**src/rtl/acmt_pkg.sv**
```systemverilog
// Shared types and constants for the multi-channel timer core.
`timescale 1ns / 1ps
`default_nettype none
package acmt_pkg;

	localparam int unsigned DATA_W   = 32;
	localparam int unsigned ADDR_W   = 12;
	localparam int unsigned IRQ_W    = 8;
	localparam int unsigned CTL_W    = 3;

	// channel register block layout
	localparam logic [ADDR_W-1:0] CH_STRIDE    = 12'h014;
	localparam logic [ADDR_W-1:0] R_LOAD       = 12'h000;
	localparam logic [ADDR_W-1:0] R_CURRENT    = 12'h004;
	localparam logic [ADDR_W-1:0] R_CONTROL    = 12'h008;
	localparam logic [ADDR_W-1:0] R_EOI        = 12'h00C;
	localparam logic [ADDR_W-1:0] R_STATUS     = 12'h010;

	// global registers
	localparam logic [ADDR_W-1:0] G_STATUS     = 12'h0A0;
	localparam logic [ADDR_W-1:0] G_EOI        = 12'h0A4;
	localparam logic [ADDR_W-1:0] G_RAW        = 12'h0A8;
	localparam logic [ADDR_W-1:0] G_VERSION    = 12'h0AC;
	localparam logic [ADDR_W-1:0] G_LOAD2      = 12'h0B0;

	localparam logic [DATA_W-1:0] VERSION_WORD = 32'h3230_352A;

	// control bit positions
	localparam int unsigned CTL_ENABLE   = 0;
	localparam int unsigned CTL_PERIODIC = 1;
	localparam int unsigned CTL_MASK     = 2;

	typedef enum logic [1:0] {
		FUNC_TICK  = 2'd0,
		FUNC_READ  = 2'd1,
		FUNC_WRITE = 2'd2,
		FUNC_NONE  = 2'd3
	} func_t;

	typedef struct packed {
		logic [1:0]        func;
		logic [ADDR_W-1:0] bus_address;
		logic [DATA_W-1:0] write_data;
	} req_t;

	typedef struct packed {
		logic [DATA_W-1:0] read_data;
		logic [IRQ_W-1:0]  irq_lines;
	} rsp_t;

	// per-channel strobes for one transaction
	typedef struct packed {
		logic tick;
		logic wr_load;
		logic wr_load2;
		logic wr_ctl;
		logic clr_pend;
	} ch_cmd_t;

	// per-channel register view
	typedef struct packed {
		logic [DATA_W-1:0] load;
		logic [DATA_W-1:0] load2;
		logic [CTL_W-1:0]  ctl;
		logic              pending;
		logic [DATA_W-1:0] count;
		logic              irq_next;
	} ch_view_t;

endpackage
`default_nettype wire

```
**src/rtl/acmt_channel.sv**
```systemverilog
// One timer channel: load registers, control, pending flag and down counter.
`timescale 1ns / 1ps
`default_nettype none
module acmt_channel (
	input  wire logic                      clk,
	input  wire logic                      arst_n,
	input  wire acmt_pkg::ch_cmd_t         cmd,
	input  wire logic [acmt_pkg::DATA_W-1:0] wdata,
	output acmt_pkg::ch_view_t             view
);
	import acmt_pkg::*;

	logic [DATA_W-1:0] load_q, load2_q, count_q, count_n, start_val;
	logic [CTL_W-1:0]  ctl_q, ctl_n;
	logic              pend_q, pend_n;

	assign start_val = (load_q == '0) ? {{(DATA_W-1){1'b0}}, 1'b1} : load_q;

	always_comb begin
		ctl_n   = ctl_q;
		pend_n  = pend_q;
		count_n = count_q;
		if (cmd.tick && ctl_q[CTL_ENABLE]) begin
			// expire on 1 or 0
			if (count_q <= {{(DATA_W-1){1'b0}}, 1'b1}) begin
				pend_n  = 1'b1;
				count_n = ctl_q[CTL_PERIODIC] ? start_val : '1;
			end else begin
				count_n = count_q - DATA_W'(1);
			end
		end
		if (cmd.wr_ctl) begin
			ctl_n = wdata[CTL_W-1:0];
			if (wdata[CTL_ENABLE] && !ctl_q[CTL_ENABLE]) begin
				count_n = start_val;
			end
			if (!wdata[CTL_ENABLE] && ctl_q[CTL_ENABLE]) begin
				pend_n = 1'b0;
			end
		end
		if (cmd.clr_pend) begin
			pend_n = 1'b0;
		end
	end

	always_ff @(posedge clk or negedge arst_n) begin
		if (!arst_n) begin
			load_q  <= '0;
			load2_q <= '0;
			ctl_q   <= '0;
			pend_q  <= 1'b0;
			count_q <= '1;
		end else begin
			if (cmd.wr_load) begin
				load_q <= wdata;
			end
			if (cmd.wr_load2) begin
				load2_q <= wdata;
			end
			ctl_q   <= ctl_n;
			pend_q  <= pend_n;
			count_q <= count_n;
		end
	end

	always_comb begin
		view.load     = load_q;
		view.load2    = load2_q;
		view.ctl      = ctl_q;
		view.pending  = pend_q;
		view.count    = count_q;
		view.irq_next = pend_n & ~ctl_n[CTL_MASK];
	end

endmodule
`default_nettype wire

```
**src/rtl/apb_multi_channel_timer_core.sv**
```systemverilog
// Multi-channel timer core: input register, address decode, channel bank, result register.
// Flow: an accepted transaction moves from the input register into the result register
// once that register is free. A tick decrements or reloads all enabled counters at once.
// Throughput: one transaction per cycle unless a stalled result holds the input register.
// A new transaction enters while a result waits only if the input register is empty.
// Reset: asynchronous, clears valid flags and channel state; counters reset to all ones.
`timescale 1ns / 1ps
`default_nettype none
module apb_multi_channel_timer_core #(
	parameter int unsigned CHANNELS = 8
) (
	input  wire logic           clk,
	input  wire logic           arst_n,
	input  wire logic           req_valid,
	output logic                req_stall,
	input  wire acmt_pkg::req_t req,
	output logic                rsp_valid,
	input  wire logic           rsp_stall,
	output acmt_pkg::rsp_t      rsp
);
	import acmt_pkg::*;

	logic              valid_s1;
	req_t              req_s1;
	logic              advance;
	logic              is_tick, is_read, is_write;
	logic [DATA_W-1:0] rdata;
	logic [IRQ_W-1:0]  irq_next;
	logic [DATA_W-1:0] masked_vec, raw_vec;
	rsp_t              rsp_q;
	logic              rsp_valid_q;

	ch_cmd_t  cmd  [CHANNELS];
	ch_view_t view [CHANNELS];

	assign advance   = valid_s1 && !(rsp_valid_q && rsp_stall);
	assign req_stall = valid_s1 && rsp_valid_q && rsp_stall;

	always_ff @(posedge clk or negedge arst_n) begin
		if (!arst_n) begin
			valid_s1 <= 1'b0;
		end else if (!req_stall) begin
			valid_s1 <= req_valid;
		end
	end

	always_ff @(posedge clk) begin
		if (!req_stall && req_valid) begin
			req_s1 <= req;
		end
	end

	assign is_tick  = advance && (func_t'(req_s1.func) == FUNC_TICK);
	assign is_read  = advance && (func_t'(req_s1.func) == FUNC_READ);
	assign is_write = advance && (func_t'(req_s1.func) == FUNC_WRITE);

	for (genvar i = 0; i < CHANNELS; i++) begin : g_ch
		localparam logic [ADDR_W-1:0] BASE = ADDR_W'(i * CH_STRIDE);
		localparam logic [ADDR_W-1:0] L2   = ADDR_W'(G_LOAD2 + 4 * i);

		logic l2_hit;
		assign l2_hit = (req_s1.bus_address[ADDR_W-1:2] == L2[ADDR_W-1:2]);

		always_comb begin
			cmd[i].tick     = is_tick;
			cmd[i].wr_load  = is_write && (req_s1.bus_address == BASE + R_LOAD);
			cmd[i].wr_ctl   = is_write && (req_s1.bus_address == BASE + R_CONTROL);
			cmd[i].wr_load2 = is_write && l2_hit;
			cmd[i].clr_pend = is_read && ((req_s1.bus_address == BASE + R_EOI) ||
				(req_s1.bus_address == G_EOI));
		end

		acmt_channel u_channel (
			.clk   (clk),
			.arst_n(arst_n),
			.cmd   (cmd[i]),
			.wdata (req_s1.write_data),
			.view  (view[i])
		);
	end

	// read mux and status vectors
	always_comb begin
		rdata      = '0;
		irq_next   = '0;
		masked_vec = '0;
		raw_vec    = '0;
		for (int i = 0; i < CHANNELS; i++) begin
			raw_vec[i]    = view[i].pending;
			masked_vec[i] = view[i].pending & ~view[i].ctl[CTL_MASK];
			irq_next[i]   = view[i].irq_next;
			if (req_s1.bus_address == ADDR_W'(i * CH_STRIDE) + R_LOAD) begin
				rdata = rdata | view[i].load;
			end
			if (req_s1.bus_address == ADDR_W'(i * CH_STRIDE) + R_CURRENT &&
				view[i].ctl[CTL_ENABLE]) begin
				rdata = rdata | view[i].count;
			end
			if (req_s1.bus_address == ADDR_W'(i * CH_STRIDE) + R_CONTROL) begin
				rdata = rdata | {{(DATA_W-CTL_W){1'b0}}, view[i].ctl};
			end
			if (req_s1.bus_address == ADDR_W'(i * CH_STRIDE) + R_STATUS) begin
				rdata = rdata | {{(DATA_W-1){1'b0}},
					view[i].pending & ~view[i].ctl[CTL_MASK]};
			end
			if (req_s1.bus_address[ADDR_W-1:2] ==
				(ADDR_W-2)'((G_LOAD2 + 4 * i) >> 2)) begin
				rdata = rdata | view[i].load2;
			end
		end
		case (req_s1.bus_address)
			G_STATUS:  rdata = masked_vec;
			G_RAW:     rdata = raw_vec;
			G_VERSION: rdata = VERSION_WORD;
			default:   ;
		endcase
		if (!is_read) begin
			rdata = '0;
		end
	end

	always_ff @(posedge clk or negedge arst_n) begin
		if (!arst_n) begin
			rsp_valid_q <= 1'b0;
		end else if (advance) begin
			rsp_valid_q <= 1'b1;
		end else if (!rsp_stall) begin
			rsp_valid_q <= 1'b0;
		end
	end

	always_ff @(posedge clk) begin
		if (advance) begin
			rsp_q.read_data <= rdata;
			rsp_q.irq_lines <= irq_next;
		end
	end

	assign rsp_valid = rsp_valid_q;
	assign rsp       = rsp_q;

endmodule
`default_nettype wire

```
**config.mk**
```make
export PLATFORM = sky130hd
export DESIGN_NAME = apb_multi_channel_timer_core
export DESIGN_NICKNAME = d
export VERILOG_FILES = /design/src/rtl/acmt_pkg.sv /design/src/rtl/acmt_channel.sv /design/src/rtl/apb_multi_channel_timer_core.sv
export SDC_FILE = /design/constraint.sdc
export NUM_CORES = 2
export LEC_CHECK = 0
export ABC_AREA = 0
export BUFFER_PORTS_ARGS = -buffer_cell sky130_fd_sc_hd__buf_2
export CORE_ASPECT_RATIO = 1.5
export CORE_MARGIN = 2
export CORE_UTILIZATION = 40
export CTS_CLUSTER_SIZE = 28
export DETAILED_ROUTE_END_ITERATION = 10
export GPL_TIMING_DRIVEN = 0
export PLACE_DENSITY = 0.64
export SYNTH_ARGS = -nofsm -noshare
export SYNTH_HDL_FRONTEND = slang
export SYNTH_SLANG_ARGS = --single-unit
```
**constraint.sdc**
```tcl
create_clock -name clk -period 3.3 [get_ports clk]
set_input_delay 0.33 -clock clk [delete_from_list [all_inputs] [get_ports clk]]
set_output_delay 0.33 -clock clk [all_outputs]
set_load 0.01 [all_outputs]
```
# == After elaboration in Yosys (flattened, before gate mapping) ==
# Index checks and enable logic that the tools add are counted.
# W data, S select, Z words.
# classes
add_sub_neg,8
n_mul,0
div_mod_pow,0
n_lt_le_gt_ge,8
n_eq_ne,54
n_shift,0
mux,139
bitwise,71
reduce_logical,101
# ops
op,n
$mux W32,88
$or A32 B32 Y32,23
$le A32 B1 Y1 const B,8
$logic_not A32 Y1,8
$or A32 B1 Y32,8
$or A32 B3 Y32,8
$sub A32 B1 Y32 const B,8
$eq A12 B7 Y1 const B,16
$eq A12 B8 Y1 const B,12
$eq A12 B6 Y1 const B,8
$pmux W32 S3,1
$eq A10 B6 Y1 const B,8
$logic_and A1 B1 Y1,72
$eq A12 B5 Y1 const B,4
$mux W1,42
$eq A12 B4 Y1 const B,2
$mux W3,8
$and A1 B1 Y1,16
$not A1 Y1,16
$eq A12 B3 Y1 const B,1
$logic_not A12 Y1,1
$logic_not A1 Y1,11
$logic_or A1 B1 Y1,8
$eq A2 B1 Y1 const B,1
other kinds (3),3
# totals
regBits,888
latch_bits,0
mem_bits_rw,0
rom_bits,0
inputBits,50
out_inout_bits,42
elab_cells,436
memories,0

# == Longest topological paths before layout ==
# depth
ltp_word,81
depth_mapped,10
mapped_depth_nobuf,8

# == Hierarchy ==
# From an unflattened synthesis, not the netlist that was laid out.
# unflattened
cells_unflattened,4247
hier_area_um2,47058.9
# by_module_without_submodules
module,n_inst,cells_each,area_each_um2,seq_area_each_um2
acmt_channel at g_ch[3].u_channel ...,5,423,4842.1,2542.4
acmt_channel at g_ch[0].u_channel ...,3,405,4715.8,2542.4
apb_multi_channel_timer_core,1,917,8700.8,2632.5

# == Least setup slack after synthesis ==
# OpenSTA, ideal clock, no wires.
# synth_path
kind,register to register
startpoint,register rsp_valid_q (netlist: rsp_valid)
endpoint,register g_ch[2].u_channel.count_q[25]
setup_ps,80
t_arrival_ps,3584
t_required_ps,3220
setup_slack_ps,-365
stages_incl_launch_ff,9
path_buffers,2
period_less_slack_ps,3665
cell_sequence,dfrtp_1 > a21bo_2 > clkinv_1 > clkbuf_1 > nand4_1 > a21oi_1 > clkbuf_1 > nand2_1 > o221a_2
# synth_via
elab_chain_len,8
word_cells_on_any_way,10
cone_classes,3 x mux; 7 x reduce/logical
# synth_rtl
element,line,source
start: declaration,apb_multi_channel_timer_core.sv:31,logic rsp_valid_q;
start signal: assignment,apb_multi_channel_timer_core.sv:124,rsp_valid_q <= 1'b0;
start signal: assignment,apb_multi_channel_timer_core.sv:126,rsp_valid_q <= 1'b1;
start signal: assignment,apb_multi_channel_timer_core.sv:128,rsp_valid_q <= 1'b0;
$logic_and A1 B1 Y1 (*),apb_multi_channel_timer_core.sv:36,assign advance = valid_s1 && !(rsp_valid_q && rsp_stall);
$logic_not A1 Y1 (*),apb_multi_channel_timer_core.sv:36,
$logic_and A1 B1 Y1 (*),apb_multi_channel_timer_core.sv:36,
named net advance,apb_multi_channel_timer_core.sv:25,logic advance;
$logic_and A1 B1 Y1,apb_multi_channel_timer_core.sv:53,assign is_tick = advance && (func_t'(req_s1.func) == FUNC_TICK);
$logic_and A1 B1 Y1,acmt_channel.sv:23,if (cmd.tick && ctl_q[CTL_ENABLE]) begin
$mux W32,acmt_channel.sv:23,
$mux W32,acmt_channel.sv:34,if (wdata[CTL_ENABLE] && !ctl_q[CTL_ENABLE]) begin
$mux W32 (*),acmt_channel.sv:32,if (cmd.wr_ctl) begin
named net g_ch[2].u_channel.count_n[25],acmt_channel.sv:13,"logic [DATA_W-1:0] load_q, load2_q, count_q, count_n, start_val;"
end signal: assignment,acmt_channel.sv:62,count_q <= count_n;
end: declaration,acmt_channel.sv:13,
# Mark *: on every way through the listed nets, which the timed path passes. The rest lies on a longest branch.
# A chain may end at the register's enable or synchronous reset.

# == Worst setup path after layout ==
# layout_path
startpoint,register req_s1[34] in the netlist's numbering
endpoint,register rsp_q (netlist bit rsp[18]) (data pin)
# layout_via
elab_chain_len,81
word_cells_on_any_way,131
cone_classes,42 x eq/ne; 41 x mux; 39 x bitwise; 9 x reduce/logical
# layout_rtl
element,line,source
start: declaration,apb_multi_channel_timer_core.sv:24,req_t req_s1;
start signal: assignment,apb_multi_channel_timer_core.sv:49,req_s1 <= req;
$logic_not A12 Y1,apb_multi_channel_timer_core.sv:92,if (req_s1.bus_address == ADDR_W'(i * CH_STRIDE) + R_LOAD) begin
$mux W32,apb_multi_channel_timer_core.sv:92,
$or A32 B32 Y32,apb_multi_channel_timer_core.sv:97,rdata = rdata | view[i].count;
$mux W32,apb_multi_channel_timer_core.sv:95,if (req_s1.bus_address == ADDR_W'(i * CH_STRIDE) + R_CURRENT &&
$or A32 B3 Y32,apb_multi_channel_timer_core.sv:100,"rdata = rdata | {{(DATA_W-CTL_W){1'b0}}, view[i].ctl};"
$mux W32,apb_multi_channel_timer_core.sv:99,if (req_s1.bus_address == ADDR_W'(i * CH_STRIDE) + R_CONTROL) begin
$or A32 B1 Y32,apb_multi_channel_timer_core.sv:103,"rdata = rdata | {{(DATA_W-1){1'b0}},"
$mux W32,apb_multi_channel_timer_core.sv:102,if (req_s1.bus_address == ADDR_W'(i * CH_STRIDE) + R_STATUS) begin
(+65 left out),n/a,
$mux W32,apb_multi_channel_timer_core.sv:95,
$or A32 B3 Y32,apb_multi_channel_timer_core.sv:100,
$mux W32,apb_multi_channel_timer_core.sv:99,
$or A32 B1 Y32,apb_multi_channel_timer_core.sv:103,
$mux W32,apb_multi_channel_timer_core.sv:102,
$or A32 B32 Y32,apb_multi_channel_timer_core.sv:108,rdata = rdata | view[i].load2;
$mux W32,apb_multi_channel_timer_core.sv:106,if (req_s1.bus_address[ADDR_W-1:2] ==
$pmux W32 S3 (*),apb_multi_channel_timer_core.sv:111,case (req_s1.bus_address)
end: declaration,apb_multi_channel_timer_core.sv:30,rsp_t rsp_q;
# Every way passes the cells marked *; elsewhere a longest branch is shown, timed or not.

==> flow_metrics.env <==
export IMPL_status="complete, but fails checks"
export IMPL_violations="max-capacitance violations, max-slew violations, negative setup slack"
export IMPL_crit_path_max_fanout=10
export IMPL_vias=44010
export IMPL_rows=152
export IMPL_wl_um=275000
export IMPL_fin_crit_sh=1.11
export IMPL_synth_top_area_share=0.297
export IMPL_rsz0062_at_grt="true"
export IMPL_htree_levels=3
export IMPL_die_w_um=281
export IMPL_clk_latency_ns=0.77
export IMPL_synth_area_leaders="dfrtp_1, dfstp_2, mux2_2"
export IMPL_drt_pass1_iterations=10
export IMPL_tightest_slew_ns=1.54
export IMPL_critical_path_endpoint="rsp[18]"
export IMPL_crit_top_cell="buf_4"
export IMPL_timing_rr_end="rsp[18]"
export IMPL_port_buffers=91
export IMPL_drtAntennaViolNets=0
export IMPL_fin_skew_ns=0.0350
export IMPL_crit_path_cell_trace="buf_4 -> buf_4 -> clkbuf_4 -> nand2b_1 -> nor3_2 -> clkbuf_2 -> a221oi_1 -> nand4_1 -> o21a_4"
export IMPL_finalHoldViolations=0
export IMPL_async_reset_ff_frac=0.903
export IMPL_setup_tns_ns=-2.70
export IMPL_power_density_mw_per_mm2=451
export IMPL_crit_path_start="req_s1[34]"
export IMPL_io_pins=92
export IMPL_setup_violations=41
export IMPL_use_met3=0.157
export IMPL_ys_warn_count=0
export IMPL_drt_wirelength_per_cell_um=44.8
export IMPL_cts_sinks=888
export IMPL_synth_edff_count=86
export IMPL_root_buffer="clkbuf_16"
export IMPL_cts_buffer_depth=3
export IMPL_cp_end_kind="flop"
export IMPL_antenna_found_initial=45
export IMPL_fin_cells=6140
export IMPL_dp_hpwl_um=209000
export IMPL_synth_largest_area_cell="dfrtp_1"
export IMPL_synth_cells=4161
export IMPL_finalInstanceArea_mm2=0.0550
export IMPL_ff2ff_path_depth=9
export IMPL_clk_pin_slew_ns=0.07
export IMPL_start_util=0.403
export IMPL_r2r_slack_ns=-0.36
export IMPL_grt_max_degree=119
export IMPL_critical_path_top_delay_family="compound AO/OA/AOI/OAI gates"
export IMPL_drv_cap=1
export IMPL_drc=0
export IMPL_max_freq_ghz=0.273
export IMPL_num_nets_final=4549
export IMPL_slew_viol_final=11
export IMPL_hp_class="in2async"
export IMPL_gp_congestion=1.17
export IMPL_synth_area_mm2=0.0460
export IMPL_syn_avg_cell_area_um2=11.1
export IMPL_grt_ovfl_total=0
export IMPL_max_slew_margin=-0.0273
export IMPL_worst_path_stages=9
export IMPL_layout_setup_ws_ns=-0.360
export IMPL_hold_ws_ns=0.227
export IMPL_grtUsageMet1=0.511
export IMPL_cp_required_ns=3.80
export IMPL_ys_seq_area_frac=0.499
export IMPL_area_growth_pct=19.5
export IMPL_yosys_top_cells_count="dfrtp_1, mux2_2, nor2_1"
export IMPL_critPathKind="reg2reg"
export IMPL_syn_nets=4227
export IMPL_p_leak_nw=23.7
export IMPL_yosysMostFrequentCell="dfrtp_1"
export IMPL_cp_start_kind="flop"
export IMPL_cts_tree="yes"
export IMPL_synth_flop_cell="dfrtp_1"
export IMPL_drive_gt1_frac=0.345
export IMPL_drt_iter0_drc=6272
export IMPL_place_inst=5809
export IMPL_use_met2=0.697
export IMPL_die_h_um=419
export IMPL_ys_seq_elements=888
export IMPL_die_area_mm2=0.118
export IMPL_peakVddDrop_mv=0.475
export IMPL_grt_total_usage=0.465
export IMPL_grt_pass1_vias=41628
export IMPL_vias_per_cell=7.17
export IMPL_grt_pass1_wl_um=368000
export IMPL_coreArea_mm2=0.114
export IMPL_path_buf_inv=4
export IMPL_top_usage_layer="met2"
export IMPL_crit_path_max_incr_delay_ns=1.27
export IMPL_postPlaceCellArea_mm2=0.0488
export IMPL_fin_crit_ns=3.66
export IMPL_slowest_stage="a221oi_1"
export IMPL_reg2reg_from="req_s1[34]"
export IMPL_synth_distinct_cells=99
export IMPL_worstPathArrival_ns=4.16
export IMPL_cts_buffers=92
cell type report:
cell class              count  area [um2]
multi-input cells        2930       22800
clock inverters            45         578
repair buffers            240        2000
well taps                1540        1930
flip-flops and latches    888       23000
inverters                  42         163
diodes                     37        92.6
clock buffers             129        2630
fillers                 10612       59300
plain buffers             289        1790
timing repair:
item,CTS,global route
endpoints found under the hold margin,132,0
endpoints found under the setup margin,763,364
resized for setup,354,144
buffers inserted,49,30
hold buffers,50,0
pin swaps,34,42
gates cloned,1,1
worst register-to-register path: cells and delay by family (launching register included):
kind | cells | cell delay [ns]
AND/OR/NAND/NOR | 3 | 0.57
buffers and inverters | 4 | 0.82
AO/OA/AOI/OAI | 2 | 1.60
flip-flops | 1 | 0.44
registers in the layout (all words and copies together), names as in the netlist:
name and count:
g_ch.u_channel.count_q 256, g_ch.u_channel.load2_q 256, g_ch.u_channel.load_q 256, req_s1 46, rsp 40, g_ch.u_channel.ctl_q 24, g_ch.u_channel.pend_q 8, rsp_valid 1
valid_s1 1
stage by stage:
step           total power, W  utilization  worst slack (ns)
2_1_floorplan          0.0123            -             0.423
3_3_place_gp           0.0132        0.423            -16.03
3_5_place_dp           0.0133        0.427             -1.94
4_1_cts                0.0247        0.475            -0.251
5_1_grt                0.0253        0.481            -0.259
6_report               0.0248        0.481            -0.360
layout by cell type, fill, tap and decap left out, types with 40 or more instances in the layout:
master	netlist	layout
o22ai_1	55	55
a22o_1	98	94
o21ai_0	90	89
edfxtp_1	86	86
mux2_2	529	529
clkbuf_1	213	111
a21oi_1	168	164
dfstp_2	256	256
clkbuf_2	0	59
or4_1	54	53
nor2_1	273	260
dlygate4sd3_1	0	50
buf_2	70	151
nand3_1	111	106
o221a_2	43	43
dfrtp_1	546	546
a221oi_1	97	69
nor3_1	145	114
clkbuf_16	0	98
nand4_1	116	116
nor4_1	142	126
buf_4	0	96
xnor2_1	61	61
nand2_1	155	151
xor2_1	40	40
inv_1	41	40
or3_1	41	41
a22oi_1	150	144
metal layers:
metal  vias to the layer above  part of all wire
met2                      3363              0.43
met4                        20              0.12
li1                      16985                 -
met3                      1259              0.10
met1                     22383              0.34
met5                         -           0.00063
how the worst min path moves through the flow:
| stage | start | to | slack [ns] | cells past startpoint |
|---|---|---|---|---|
| detailed placement | arst_n | g_ch[4].u_channel.load2_q[7] | 0.43 | 1 |
| global route | req[21] | req_s1[21] | 0.30 | 2 |
| global placement | valid_s1 | rsp_valid | 0.45 | 1 |
| finish | arst_n | g_ch[4].u_channel.load2_q[3] | 0.23 | 2 |
| floorplan | arst_n | g_ch[0].u_channel.ctl_q[0] | 0.03 | 0 |
| CTS | arst_n | g_ch[4].u_channel.load2_q[7] | 0.26 | 2 |
kinds of logic (layout without fill, tap and decap cells):
logic type / after synthesis / count (layout) / synth area share
muxes: 537 / 537 / 0.131
adders and majority gates: 16 / 16 / 0.00435
other: 0 / 37 / 0
and+or+nand+nor: 1260 / 1260 / 0.151
xor gates and xnor gates: 101 / 101 / 0.0192
buffers and inverters: 343 / 745 / 0.0306
DFF: 888 / 888 / 0.499
AOI/OAI and AO/OA: 1016 / 1016 / 0.165
power breakdown:
group	internal [W]	switching [W]	leakage [nW]
clock network	0.00641	0.00498	1.57
registers	0.0113	0.000462	11.1
logic	0.000502	0.00109	11.1
Power figures use the tool's default switching activity.
